## src/rtl/mte_pkg.sv

```systemverilog
// Shared types and codes of the micro-op template expander.
// Used by the front decoder, the queue, the back executor and the top level.
package mte_pkg;

    localparam int TEMPLATE_DEPTH_DEF = 256;
    localparam int ROW_BITS_DEF       = 16;

    // entries between front and back; a power of two so the pointers wrap freely
    localparam int QUEUE_DEPTH = 2;

    localparam int PROD_W = 17;  // element_size * column

    localparam logic [2:0] OP_NOP             = 3'd0;
    localparam logic [2:0] OP_SUBI            = 3'd1;
    localparam logic [2:0] OP_BNZE            = 3'd2;
    localparam logic [2:0] OP_SET_LOOPCOUNTER = 3'd3;
    localparam logic [2:0] OP_DONE            = 3'd4;
    localparam logic [2:0] OP_RCLONE          = 3'd5;
    localparam logic [2:0] OP_MAJOR           = 3'd6;

    localparam logic [1:0] TGT_BITPOS      = 2'd0;
    localparam logic [1:0] TGT_LOOPCOUNTER = 2'd1;

    localparam logic [1:0] SEL_LITERAL = 2'd0;
    localparam logic [1:0] SEL_A       = 2'd1;
    localparam logic [1:0] SEL_B       = 2'd2;
    localparam logic [1:0] SEL_C       = 2'd3;

    localparam logic [1:0] KIND_CONTROL = 2'd0;
    localparam logic [1:0] KIND_ARITH   = 2'd1;
    localparam logic [1:0] KIND_RCLONE  = 2'd2;
    localparam logic [1:0] KIND_MAJOR   = 2'd3;

    localparam logic [1:0] CFG_ELEMENT_SIZE = 2'd0;
    localparam logic [1:0] CFG_COLUMN_A     = 2'd1;
    localparam logic [1:0] CFG_COLUMN_B     = 2'd2;
    localparam logic [1:0] CFG_COLUMN_C     = 2'd3;

    localparam logic [6:0] ELEMENT_SIZE_RESET = 7'd32;

    typedef struct packed {
        logic [6:0] element_size;
        logic [9:0] column_a;
        logic [9:0] column_b;
        logic [9:0] column_c;
    } t_cfg;

    // one classified template step, as it waits in the queue
    typedef struct packed {
        logic [2:0]        mode;
        logic [1:0]        target;
        logic [15:0]       imm;
        logic [15:0]       br_quot;   // estimate of imm / TEMPLATE_DEPTH, may be one low
        logic              f_res;     // first operand needs bit position added
        logic [PROD_W-1:0] f_base;    // product or literal
        logic              s_res;
        logic [PROD_W-1:0] s_base;
        logic [1:0]        kind;
        logic [1:0]        count;
        logic              bad;
    } t_uop;

endpackage

```

## src/rtl/mte_front.sv

```systemverilog
// Front end: accepts template steps, classifies them and forms operand products.
// Depends on mte_pkg; feeds mte_queue.
module mte_front #(
    parameter int TEMPLATE_DEPTH = mte_pkg::TEMPLATE_DEPTH_DEF
) (
    input  logic               i_valid,
    input  logic               i_full,
    input  mte_pkg::t_cfg      i_cfg,
    input  logic [2:0]         i_mode,
    input  logic [1:0]         i_target,
    input  logic signed [15:0] i_immediate,
    input  logic [1:0]         i_first_select,
    input  logic [15:0]        i_first_literal,
    input  logic               i_second_present,
    input  logic [1:0]         i_second_select,
    input  logic [15:0]        i_second_literal,
    output logic               o_push,
    output mte_pkg::t_uop      o_uop
);
    import mte_pkg::*;

    // reciprocal for the branch target modulo; the estimate is exact or one low
    localparam int BR_SHIFT = 16 + $clog2(TEMPLATE_DEPTH);
    localparam int BR_RECIP = (1 << BR_SHIFT) / TEMPLATE_DEPTH;
    localparam int BR_PW    = 33;

    logic [15:0]       imm_u;
    logic [BR_PW-1:0]  br_prod;
    logic [PROD_W-1:0] f_prod;
    logic [PROD_W-1:0] s_prod;
    logic              f_res;
    logic              s_res;
    logic              tgt_ok;

    function automatic logic [9:0] column_of(logic [1:0] sel, t_cfg cfg);
        logic [9:0] col;
        case (sel)
            SEL_A:   col = cfg.column_a;
            SEL_B:   col = cfg.column_b;
            SEL_C:   col = cfg.column_c;
            default: col = '0;
        endcase
        return col;
    endfunction

    assign o_push = i_valid && !i_full;
    assign imm_u  = i_immediate;

    assign br_prod = BR_PW'(imm_u) * BR_PW'(BR_RECIP);
    assign f_prod  = PROD_W'(i_cfg.element_size) * PROD_W'(column_of(i_first_select, i_cfg));
    assign s_prod  = PROD_W'(i_cfg.element_size) * PROD_W'(column_of(i_second_select, i_cfg));
    assign f_res   = (i_first_select != SEL_LITERAL);
    assign s_res   = (i_second_select != SEL_LITERAL);
    assign tgt_ok  = i_target inside {TGT_BITPOS, TGT_LOOPCOUNTER};

    always_comb begin
        o_uop         = '0;
        o_uop.mode    = i_mode;
        o_uop.target  = i_target;
        o_uop.imm     = imm_u;
        o_uop.br_quot = 16'(br_prod >> BR_SHIFT);
        o_uop.kind    = KIND_CONTROL;
        o_uop.count   = 2'd1;
        case (i_mode)
            OP_NOP, OP_DONE: begin
            end
            OP_SUBI: begin
                o_uop.kind  = KIND_ARITH;
                o_uop.count = 2'd3;
                o_uop.bad   = !tgt_ok;
            end
            OP_BNZE: begin
                o_uop.count = 2'd3;
                o_uop.bad   = !tgt_ok;
            end
            OP_SET_LOOPCOUNTER: begin
                o_uop.count = 2'd2;
            end
            OP_RCLONE: begin
                o_uop.kind   = KIND_RCLONE;
                o_uop.count  = 2'd3;
                o_uop.f_res  = f_res;
                o_uop.f_base = f_res ? f_prod : PROD_W'(i_first_literal);
                o_uop.s_res  = s_res;
                o_uop.s_base = s_res ? s_prod : PROD_W'(i_second_literal);
            end
            OP_MAJOR: begin
                o_uop.kind   = KIND_MAJOR;
                o_uop.count  = i_second_present ? 2'd3 : 2'd2;
                o_uop.f_res  = f_res;
                o_uop.f_base = f_res ? f_prod : PROD_W'(i_first_literal);
                if (i_second_present) begin
                    o_uop.s_res  = s_res;
                    o_uop.s_base = s_res ? s_prod : PROD_W'(i_second_literal);
                end
            end
            default: begin
                o_uop.bad = 1'b1;
            end
        endcase
    end

endmodule

```

## src/rtl/mte_queue.sv

```systemverilog
// Short queue of classified steps between front and back.
// Depends on mte_pkg for the entry type and depth.
module mte_queue (
    input  logic          i_clk,
    input  logic          i_rst_n,
    input  logic          i_push,
    input  mte_pkg::t_uop i_uop,
    input  logic          i_pop,
    output logic          o_full,
    output logic          o_empty,
    output mte_pkg::t_uop o_uop
);
    import mte_pkg::*;

    localparam int QIDX_W = $clog2(QUEUE_DEPTH);

    t_uop              r_mem [QUEUE_DEPTH];
    logic [QIDX_W-1:0] r_wr_ptr;
    logic [QIDX_W-1:0] r_rd_ptr;
    logic [QIDX_W:0]   r_count;
    logic [QIDX_W:0]   n_count;

    assign o_full  = (r_count == (QIDX_W + 1)'(QUEUE_DEPTH));
    assign o_empty = (r_count == '0);
    assign o_uop   = r_mem[r_rd_ptr];

    always_comb begin
        n_count = r_count;
        if (i_push && !i_pop) begin
            n_count = r_count + 1'b1;
        end else if (i_pop && !i_push) begin
            n_count = r_count - 1'b1;
        end
    end

    always_ff @(posedge i_clk) begin
        if (!i_rst_n) begin
            r_wr_ptr <= '0;
            r_rd_ptr <= '0;
            r_count  <= '0;
        end else begin
            r_count <= n_count;
            if (i_push) begin
                r_wr_ptr <= r_wr_ptr + 1'b1;
            end
            if (i_pop) begin
                r_rd_ptr <= r_rd_ptr + 1'b1;
            end
        end
    end

    always_ff @(posedge i_clk) begin
        if (i_push) begin
            r_mem[r_wr_ptr] <= i_uop;
        end
    end

endmodule

```

## src/rtl/mte_back.sv

```systemverilog
// Back end: carries out queued steps on bit position, loop counter and pointer,
// resolves rows and holds the result register. Depends on mte_pkg.
module mte_back #(
    parameter int TEMPLATE_DEPTH = mte_pkg::TEMPLATE_DEPTH_DEF,
    parameter int ROW_BITS       = mte_pkg::ROW_BITS_DEF
) (
    input  logic          i_clk,
    input  logic          i_rst_n,
    input  mte_pkg::t_cfg i_cfg,
    input  logic          i_empty,
    input  mte_pkg::t_uop i_uop,
    output logic          o_pop,
    output logic          o_valid,
    input  logic          i_stall,
    output logic [1:0]    o_uop_kind,
    output logic [15:0]   o_first_row,
    output logic [15:0]   o_second_row,
    output logic [1:0]    o_field_count,
    output logic [7:0]    o_next_pointer,
    output logic          o_program_done,
    output logic          o_bad_template
);
    import mte_pkg::*;

    localparam int PTR_W = $clog2(TEMPLATE_DEPTH);
    localparam int OPW   = (PTR_W < 8) ? PTR_W : 8;
    localparam int OW    = (ROW_BITS < 16) ? ROW_BITS : 16;
    localparam int CW    = (ROW_BITS > 18) ? ROW_BITS : 18;

    logic [7:0]       r_bit_pos;
    logic [15:0]      r_loop;
    logic [PTR_W-1:0] r_ptr;
    logic [7:0]       n_bit_pos;
    logic [15:0]      n_loop;
    logic [PTR_W-1:0] n_ptr;

    logic             r_valid;
    logic [1:0]       r_kind;
    logic [15:0]      r_first_row;
    logic [15:0]      r_second_row;
    logic [1:0]       r_count;
    logic [7:0]       r_next_ptr;
    logic             r_done;
    logic             r_bad;

    logic [PTR_W-1:0] ptr_adv;
    logic [16:0]      br_diff;
    logic [PTR_W:0]   br_rem;
    logic [PTR_W-1:0] br_ptr;
    logic             nz;

    // row = element_size*column + bit_position - 1, modulo 2^ROW_BITS
    function automatic logic [15:0] resolve_row(logic res, logic [PROD_W-1:0] base,
                                                logic [7:0] bp);
        logic [CW-1:0]       sum;
        logic [ROW_BITS-1:0] row;
        sum = CW'(base) + CW'(bp) + {CW{1'b1}};
        row = sum[ROW_BITS-1:0];
        return res ? 16'(row[OW-1:0]) : base[15:0];
    endfunction

    assign o_pop = !i_empty && (!r_valid || !i_stall);

    assign ptr_adv = (r_ptr == PTR_W'(TEMPLATE_DEPTH - 1)) ? '0 : r_ptr + 1'b1;

    // remainder from the queued quotient estimate, below twice the depth
    assign br_diff = 17'(i_uop.imm) - 17'(32'(i_uop.br_quot) * 32'(TEMPLATE_DEPTH));
    assign br_rem  = br_diff[PTR_W:0];
    assign br_ptr  = (br_rem >= (PTR_W + 1)'(TEMPLATE_DEPTH))
                   ? PTR_W'(br_rem - (PTR_W + 1)'(TEMPLATE_DEPTH))
                   : br_rem[PTR_W-1:0];

    assign nz = ((i_uop.target == TGT_BITPOS) && (r_bit_pos != '0))
             || ((i_uop.target == TGT_LOOPCOUNTER) && (r_loop != '0));

    always_comb begin
        n_bit_pos = r_bit_pos;
        n_loop    = r_loop;
        n_ptr     = r_ptr;
        case (i_uop.mode)
            OP_NOP, OP_RCLONE, OP_MAJOR: begin
                n_ptr = ptr_adv;
            end
            OP_SUBI: begin
                if (i_uop.target == TGT_BITPOS) begin
                    n_bit_pos = r_bit_pos - i_uop.imm[7:0];
                end else if (i_uop.target == TGT_LOOPCOUNTER) begin
                    n_loop = r_loop - i_uop.imm;
                end
                n_ptr = ptr_adv;
            end
            OP_BNZE: begin
                n_ptr = nz ? br_ptr : ptr_adv;
            end
            OP_SET_LOOPCOUNTER: begin
                n_loop = i_uop.imm;
                n_ptr  = ptr_adv;
            end
            OP_DONE: begin
                n_bit_pos = 8'(i_cfg.element_size);
                n_loop    = '0;
                n_ptr     = '0;
            end
            default: begin
            end
        endcase
    end

    always_ff @(posedge i_clk) begin
        if (!i_rst_n) begin
            r_bit_pos <= 8'(ELEMENT_SIZE_RESET);
            r_loop    <= '0;
            r_ptr     <= '0;
            r_valid   <= 1'b0;
        end else begin
            if (o_pop) begin
                r_bit_pos <= n_bit_pos;
                r_loop    <= n_loop;
                r_ptr     <= n_ptr;
                r_valid   <= 1'b1;
            end else if (!i_stall) begin
                r_valid <= 1'b0;
            end
        end
    end

    always_ff @(posedge i_clk) begin
        if (o_pop) begin
            r_kind       <= i_uop.kind;
            r_first_row  <= resolve_row(i_uop.f_res, i_uop.f_base, r_bit_pos);
            r_second_row <= resolve_row(i_uop.s_res, i_uop.s_base, r_bit_pos);
            r_count      <= i_uop.count;
            r_next_ptr   <= 8'(n_ptr[OPW-1:0]);
            r_done       <= (i_uop.mode == OP_DONE);
            r_bad        <= i_uop.bad;
        end
    end

    assign o_valid        = r_valid;
    assign o_uop_kind     = r_kind;
    assign o_first_row    = r_first_row;
    assign o_second_row   = r_second_row;
    assign o_field_count  = r_count;
    assign o_next_pointer = r_next_ptr;
    assign o_program_done = r_done;
    assign o_bad_template = r_bad;

endmodule

```

## src/rtl/microprogram_template_expander_unit.sv

```systemverilog
// Template micro-op expander: one result word per accepted step.
// A step accepted on the input is written into the queue, then popped into the back end's result register.
// Throughput one step per cycle while the output is not stalled.
// A stalled output backs up a two-entry queue before the input stalls.
// Synchronous active-low reset clears state and queue and restores config defaults.
module microprogram_template_expander_unit #(
    parameter int TEMPLATE_DEPTH = mte_pkg::TEMPLATE_DEPTH_DEF,
    parameter int ROW_BITS       = mte_pkg::ROW_BITS_DEF
) (
    input  logic               i_clk,
    input  logic               i_rst_n,
    input  logic               i_cfg_valid,
    output logic               o_cfg_ready,
    input  logic [1:0]         i_cfg_index,
    input  logic [9:0]         i_cfg_data,
    input  logic               i_in_valid,
    output logic               o_in_stall,
    input  logic [2:0]         i_mode,
    input  logic [1:0]         i_target,
    input  logic signed [15:0] i_immediate,
    input  logic [1:0]         i_first_select,
    input  logic [15:0]        i_first_literal,
    input  logic               i_second_present,
    input  logic [1:0]         i_second_select,
    input  logic [15:0]        i_second_literal,
    output logic               o_out_valid,
    input  logic               i_out_stall,
    output logic [1:0]         o_uop_kind,
    output logic [15:0]        o_first_row,
    output logic [15:0]        o_second_row,
    output logic [1:0]         o_field_count,
    output logic [7:0]         o_next_pointer,
    output logic               o_program_done,
    output logic               o_bad_template
);
    import mte_pkg::*;

    t_cfg r_cfg;
    t_uop front_uop;
    t_uop head_uop;
    logic push;
    logic pop;
    logic q_full;
    logic q_empty;

    assign o_cfg_ready = 1'b1;

    always_ff @(posedge i_clk) begin
        if (!i_rst_n) begin
            r_cfg.element_size <= ELEMENT_SIZE_RESET;
            r_cfg.column_a     <= '0;
            r_cfg.column_b     <= '0;
            r_cfg.column_c     <= '0;
        end else if (i_cfg_valid) begin
            case (i_cfg_index)
                CFG_ELEMENT_SIZE: r_cfg.element_size <= i_cfg_data[6:0];
                CFG_COLUMN_A:     r_cfg.column_a     <= i_cfg_data;
                CFG_COLUMN_B:     r_cfg.column_b     <= i_cfg_data;
                CFG_COLUMN_C:     r_cfg.column_c     <= i_cfg_data;
                default: begin
                end
            endcase
        end
    end

    assign o_in_stall = q_full;

    mte_front #(
        .TEMPLATE_DEPTH (TEMPLATE_DEPTH)
    ) u_front (
        .i_valid          (i_in_valid),
        .i_full           (q_full),
        .i_cfg            (r_cfg),
        .i_mode           (i_mode),
        .i_target         (i_target),
        .i_immediate      (i_immediate),
        .i_first_select   (i_first_select),
        .i_first_literal  (i_first_literal),
        .i_second_present (i_second_present),
        .i_second_select  (i_second_select),
        .i_second_literal (i_second_literal),
        .o_push           (push),
        .o_uop            (front_uop)
    );

    mte_queue u_queue (
        .i_clk   (i_clk),
        .i_rst_n (i_rst_n),
        .i_push  (push),
        .i_uop   (front_uop),
        .i_pop   (pop),
        .o_full  (q_full),
        .o_empty (q_empty),
        .o_uop   (head_uop)
    );

    mte_back #(
        .TEMPLATE_DEPTH (TEMPLATE_DEPTH),
        .ROW_BITS       (ROW_BITS)
    ) u_back (
        .i_clk          (i_clk),
        .i_rst_n        (i_rst_n),
        .i_cfg          (r_cfg),
        .i_empty        (q_empty),
        .i_uop          (head_uop),
        .o_pop          (pop),
        .o_valid        (o_out_valid),
        .i_stall        (i_out_stall),
        .o_uop_kind     (o_uop_kind),
        .o_first_row    (o_first_row),
        .o_second_row   (o_second_row),
        .o_field_count  (o_field_count),
        .o_next_pointer (o_next_pointer),
        .o_program_done (o_program_done),
        .o_bad_template (o_bad_template)
    );

`ifndef SYNTHESIS
    a_done_clears_pointer: assert property (@(posedge i_clk) disable iff (!i_rst_n)
        o_out_valid && o_program_done |->
            (o_next_pointer == '0) && !o_bad_template && (o_uop_kind == KIND_CONTROL))
        else $error("DONE result with nonzero pointer or wrong kind");

    a_count_nonzero: assert property (@(posedge i_clk) disable iff (!i_rst_n)
        o_out_valid |-> (o_field_count != 2'd0))
        else $error("result with zero field count");

    a_major_no_second: assert property (@(posedge i_clk) disable iff (!i_rst_n)
        o_out_valid && (o_uop_kind == KIND_MAJOR) && (o_field_count == 2'd2) |->
            (o_second_row == '0))
        else $error("single-operand majority carries a second row");

    a_bad_count: assert property (@(posedge i_clk) disable iff (!i_rst_n)
        o_out_valid && o_bad_template |-> (o_field_count == 2'd3) || (o_field_count == 2'd1))
        else $error("bad template with unexpected field count");
`endif

endmodule

```

## config.mk

```make
export PLATFORM = sky130hd
export DESIGN_NAME = microprogram_template_expander_unit
export DESIGN_NICKNAME = d
export VERILOG_FILES = /design/src/rtl/mte_pkg.sv /design/src/rtl/mte_front.sv /design/src/rtl/mte_queue.sv /design/src/rtl/mte_back.sv /design/src/rtl/microprogram_template_expander_unit.sv
export SDC_FILE = /design/constraint.sdc
export NUM_CORES = 1
export LEC_CHECK = 0
export BUFFER_PORTS_ARGS = -buffer_cell sky130_fd_sc_hd__buf_2
export CORE_MARGIN = 2
export CORE_UTILIZATION = 63
export CTS_CLUSTER_DIAMETER = 40
export DETAILED_ROUTE_END_ITERATION = 16
export HOLD_SLACK_MARGIN = 0.12
export PLACE_DENSITY = 0.82
export RECOVER_POWER = 100
export SLEW_MARGIN = 20
export SYNTH_ARGS = -nofsm -noshare
export SYNTH_HDL_FRONTEND = slang
export SYNTH_HIERARCHICAL = 1
export SYNTH_SLANG_ARGS = --single-unit
```

## constraint.sdc

```tcl
create_clock -name i_clk -period 7.5 [get_ports i_clk]
set_clock_uncertainty 0.1 [all_clocks]
set_input_delay 1.125 -clock i_clk [delete_from_list [all_inputs] [get_ports i_clk]]
set_output_delay 1.125 -clock i_clk [all_outputs]
set_load 0.02 [all_outputs]
```

==> results of run 1 <==
[final cells by class]
cell class,count,share of cell area
multi-input cells,1267,0.5143
diodes,1,0.0001269
well taps,378,0.02398
clock inverters,26,0.01288
repair buffers,131,0.02957
clock buffers,39,0.04778
inverters,223,0.04245
flip-flops and latches,241,0.3289
[critical path: stages]
cell      delay, ns
clkbuf_1       0.52
nor2b_1        0.60
a22oi_1        0.37
nand2b_1       0.27
fa_1           0.55
fa_1           0.54
inv_1          0.05
fa_1           0.47
inv_1          0.05
fa_1           0.47
inv_1          0.04
ha_1           0.31
o21a_1         0.12
o31a_1         0.14
o311ai_0       0.36
o211ai_1       0.17
nor4b_1        0.18
a311o_1        0.36
[stage by stage]
step / cells / instance area, um2
after floorplan: 1827 / 18040
after global placement: 2240 / 18700
after detailed placement: 2240 / 18700
after CTS: 2305 / 19900
after global routing: 2305 / 19720
final: 2306 / 19720
[placed cells by master, fill, tap and decap left out, types with 47 or more instances in the layout]
master	n
a21oi_1	77
buf_2	61
clkbuf_1	66
dfxtp_1	75
edfxtp_1	166
fa_1	82
ha_1	138
inv_1	223
mux2_2	62
mux2i_1	47
nand2_1	160
nor2_1	87
nor2b_1	83
o21ai_0	81
[report_power, final]
part / internal (mW) / total [mW] / switching [mW]
combinational: 0.991 / 2.57 / 1.58
clock: 1.00 / 1.65 / 0.645
sequential: 1.83 / 1.98 / 0.146
[flip-flops by register name, summed over array words and instances, names as in the netlist, 8 cells and up, named ones only]
register	count
r_cfg	37
u_back/o_first_row	16
u_back/o_next_pointer	8
u_back/o_second_row	16
u_back/r_bit_pos	8
u_back/r_loop	16
u_back/r_ptr	8
u_queue/r_mem	120
[layer usage]
layer / wire length, um / part of all wire
met1: 17830 / 0.44
met3: 2195 / 0.054
met5: 0 / 0
met4: 1503 / 0.037
met2: 18920 / 0.47
[worst max path at each step]
stage	start	to	slack, ns	depth (start not counted)
floorplan	i_second_select[1]	u_queue/r_mem[0][19]$_DFFE_PP_	1.48	19
global placement	i_first_select[0]	u_queue/r_mem[0][37]$_DFFE_PP_	1.09	18
detailed placement	i_first_select[0]	u_queue/r_mem[1][37]$_DFFE_PP_	0.93	18
CTS	i_first_select[0]	u_queue/r_mem[0][37]$_DFFE_PP_	1.42	18
global route	i_first_select[0]	u_queue/r_mem[1][37]$_DFFE_PP_	0.62	18
finish	i_first_select[0]	u_queue/r_mem[1][37]$_DFFE_PP_	0.95	18
==> results.md, run 1 <==
- Outcome: complete, but fails checks
- Failing checks: capacitance limit, slew limit
- Avg Cell Area, Syn: 9.873 um2
- Clock Tree Buf Depth: 3
- TritonCTS Buffers: 36
- H-Tree Depth: 2
- Dpl ws: 0.9255 ns
- Post_cts resized: 0
- Final Critical Period: 6.554 ns
- Post-Syn Instances: 1,827
- Worst Setup Start Kind: input pin
- Worst Path Max Fanout: 13
- IO Count: 124
- CTS sink cnt: 241
- Die Height: 173.2 um
- Syn nets: 2,122
- Largest net degree at the start of global routing: 71
- Detailed-route vias per instance: 5.902
- Multi-input gate area: 10,140 um2
- Busiest metal layer after global routing: met2
- Fraction of layout cells with a size suffix above 1: 0.1095
- Setup Viol. Count Final: 0
- # DRC: 0
- Register area: 6486 um2
- Slew margin rel.: -1.493
- Max cap viols: 6
- Clock latency on the worst-skew pair: 0.52 ns
- Final GP Congestion: 0.9684
- Critical R2R Capture: u_back/o_second_row[15]$_DFFE_PP_
- Total Die Area: 30,000 um2
- Final WL: 40.45 mm
- TritonCTS clock tree: done
- Hold EP: r_cfg[21]$_SDFFE_PN0P_
- FF-to-FF setup slack: 1.50 ns
- Die width: 173.2 um
- Crit path capture type: register
- Cell Pwr Density: 314.0 nW/um2
- Mapped Area: 18,040 um2
- Count of pins over their slew limit: 298
- Worst Hold Launch: r_cfg[21]$_SDFFE_PN0P_
- HP Class: register to register
- DR vias: 13,609
- Fin nets: 2,195
- GRT overflow: 0
- DR WL/cell: 17.54 um
- Antenna viol nets, final: 0
- Met1 Track Usage GR: 0.3635
- First-pass GRT wire length: 65.77 mm
- Final core utilization: 0.7040
- Crit path DAT: 6.70 ns
- GRT met3 Usage: 0.03596
- CTS Hold Bufs: 0
- Unrepaired setup endpoints after global routing: no
- WP data required: 7.65 ns
- LEAKAGE: 8.546 nW
- Final worst slack: 0.9460 ns
- Synth Warn #: 6
- Clock Tree Root: clkbuf_16
- Met2 usage: 0.4385
- FP Rows: 61
- Hold path cells: 2
- GRT Overall Usage: 0.2679
- Reg2reg path depth: 13
- Critical path class: input pin to register
- Initial antenna violation count: 1
- DP HPWL: 28.93 mm
- Layout fillers: 2,149
- Starting Density: 0.6440
- DRC violation total after the first TritonRoute iteration: 901
- Crit share post-route: 0.8739
- Number of port buffers: 122
- Slew @ Worst Pin: 3.739 ns
- Fin. Hold Viols: 0
- VDD IR-drop max: 177.4 uV
- Highest clock rate: 152.6 MHz
- Tot Pwr: 6.192 mW
- Number of global-route vias before repair: 13,420
- Clock transition at path regs: 0.06 ns
- Total iterations of the first detailed-routing run: 6
- Postcts setup bufs: 0
- CORE AREA: 28,010 um2
- Area grow syn2layout: 9.323%
- Setup TNS: 0 ns
- WHS: 0.3834 ns
No activity file was read; power rests on OpenSTA's default activity.
==> run 2, diff against run 1 <==
clock period = 6.9 ns   (was 7.5 ns; I/O delays follow)
==> run 2 against run 1 <==
Net effect: the run still ends with capacitance limit, slew limit left; first-iteration DRC count rose by 10%; worst setup slack got worse by 0.31 ns; global-route usage rose by 0.28 points; design area fell by 0.17%; highest routed layer unchanged; hold slack improved by 0.00059 ns; die area did not move; wire length rose by 1.6%; critical endpoint is now u_queue/r_mem[0][20]$_DFFE_PP_; total power rose by 8.3%.
==> results.md, run 2 (same netlist as run 1, synthesis figures left out) <==
- Worst Path Max Fanout: 13
- Slew @ Worst Pin: 3.930 ns
- HP Class: register to register
- Commonest non-fill, non-tap cells in the layout: 223 x inv_1, 166 x edfxtp_1, 160 x nand2_1
- IO Count: 124
- TritonCTS Buffers: 36
- Number of port buffers: 122
- H-Tree Depth: 2
- Fin. Hold Viols: 0
- Hold path cells: 2
- GRT Overall Usage: 0.2707
- Die width: 173.2 um
- Final GP Congestion: 0.9659
- Leading registers by flop count: u_queue/r_mem: 120 flops, r_cfg: 37 flops
- Clock Tree Buf Depth: 3
- Dpl ws: 0.4318 ns
- Hold EP: r_cfg[18]$_SDFFE_PN0P_
- First-pass GRT wire length: 66.65 mm
- Failing checks: capacitance limit, slew limit
- Multi-input gate area: 10,140 um2
- VDD IR-drop max: 189.2 uV
- CORE AREA: 28,010 um2
- Unrepaired setup endpoints after global routing: no
- Max FFs per register: 120
- FP Rows: 61
- Starting Density: 0.6440
- Critical path class: input pin to register
- WP data required: 7.15 ns
- Reg2reg path depth: 17
- Outcome: complete, but fails checks
- Clock transition at path regs: 0.05 ns
- Critical R2R Capture: u_queue/r_mem[0][37]$_DFFE_PP_
- Register area: 6486 um2
- Clock Tree Root: clkbuf_16
- Crit share post-route: 0.9081
- # DRC: 0
- Antenna viol nets, final: 0
- Clock latency on the worst-skew pair: 0.52 ns
- LEAKAGE: 8.507 nW
- CTS Hold Bufs: 0
- DR vias: 13,780
- Detailed-route vias per instance: 5.973
- TritonCTS clock tree: done
- WHS: 0.3840 ns
- Total iterations of the first detailed-routing run: 8
- Cell Pwr Density: 340.7 nW/um2
- Reg2reg start: r_cfg[5]$_SDFFE_PN0P_
- GRT overflow: 0
- Final WL: 41.11 mm
- Setup Viol. Count Final: 0
- Final Critical Period: 6.266 ns
- Top reg by flops: u_queue/r_mem
- Max cap viols: 5
- Slew margin rel.: -1.620
- Count of pins over their slew limit: 264
- Highest clock rate: 159.6 MHz
- FF-to-FF setup slack: 1.42 ns
- Die Height: 173.2 um
- Crit path DAT: 6.52 ns
- Final worst slack: 0.6344 ns
- Crit path capture type: register
- Layout fillers: 2,157
- CTS sink cnt: 241
- Fin nets: 2,196
- DR WL/cell: 17.82 um
- Commonest non-fill, non-tap cell in the layout: inv_1
- Area grow syn2layout: 9.135%
- Post_cts resized: 0
- Initial antenna violation count: 1
- DRC violation total after the first TritonRoute iteration: 995
- Total Die Area: 30,000 um2
- Number of global-route vias before repair: 13,592
- DP HPWL: 29.47 mm
- Largest net degree at the start of global routing: 71
- Setup TNS: 0 ns
- Worst Hold Launch: r_cfg[18]$_SDFFE_PN0P_
- Postcts setup bufs: 0
- Fraction of layout cells with a size suffix above 1: 0.1043
- Worst Setup Start Kind: input pin
[run 2: cell count changes in the layout (fill, tap and decap cells not counted), moves of 2 or more]
cell / delta
inv_6: -5
mux2_1: +2
clkinv_2: -3
clkbuf_1: +7
[run 2: worst max-delay path by stage]
stage / from / endpoint / depth (start not counted)
after floorplan: i_second_select[1] / u_queue/r_mem[0][19]$_DFFE_PP_ / 19
after global placement: i_first_select[0] / u_queue/r_mem[0][37]$_DFFE_PP_ / 18
after detailed placement: i_first_select[0] / u_queue/r_mem[0][37]$_DFFE_PP_ / 18
after CTS: i_first_select[0] / u_queue/r_mem[0][37]$_DFFE_PP_ / 18
after global routing: i_second_select[1] / u_queue/r_mem[0][20]$_DFFE_PP_ / 17
final: i_second_select[1] / u_queue/r_mem[0][20]$_DFFE_PP_ / 17
[run 2: cell type report]
cell class,instances,share of cell area
diodes,2,0.0002542
well taps,378,0.02402
clock inverters,20,0.01061
clock buffers,44,0.04830
repair buffers,132,0.02981
inverters,223,0.04252
flip-flops and latches,241,0.3295
multi-input cells,1267,0.5150
[run 2: per-stage QoR]
step	power [mW]	std cells	util	area (um2)
floorplan	4.324	1827	-	18040
global placement	4.851	2241	0.6678	18710
detailed placement	4.976	2241	0.6678	18710
CTS	6.760	2305	0.7093	19870
global route	7.110	2305	0.7026	19680
finish	6.707	2307	0.7028	19690
[run 2: per-layer routing]
| layer | vias to the layer above | track usage | routed length (um) |
|---|---|---|---|
| li1 | 6509 | - | - |
| met1 | 6660 | 0.3596 | 17870 |
| met2 | 523 | 0.4487 | 19330 |
| met3 | 88 | 0.04474 | 2599 |
| met4 | 0 | 0.1003 | 1312 |
| met5 | - | 0 | 0 |
[run 2: power by group]
part           leakage, nW  internal [mW]  switching (mW)
clock                0.562           1.07           0.673
combinational         5.75           1.08            1.73
sequential            2.20           1.99           0.158
[run 2: critical path: stages]
cell      delay (ns)
clkbuf_1        0.52
nor2b_1         0.67
a22oi_1         0.35
nand2b_1        0.25
fa_1            0.51
fa_1            0.50
inv_1           0.05
fa_1            0.47
inv_1           0.05
fa_1            0.47
inv_1           0.04
ha_1            0.32
nand4b_1        0.18
a21oi_1         0.47
nor4b_1         0.14
or3_1           0.38
nand3_1         0.10
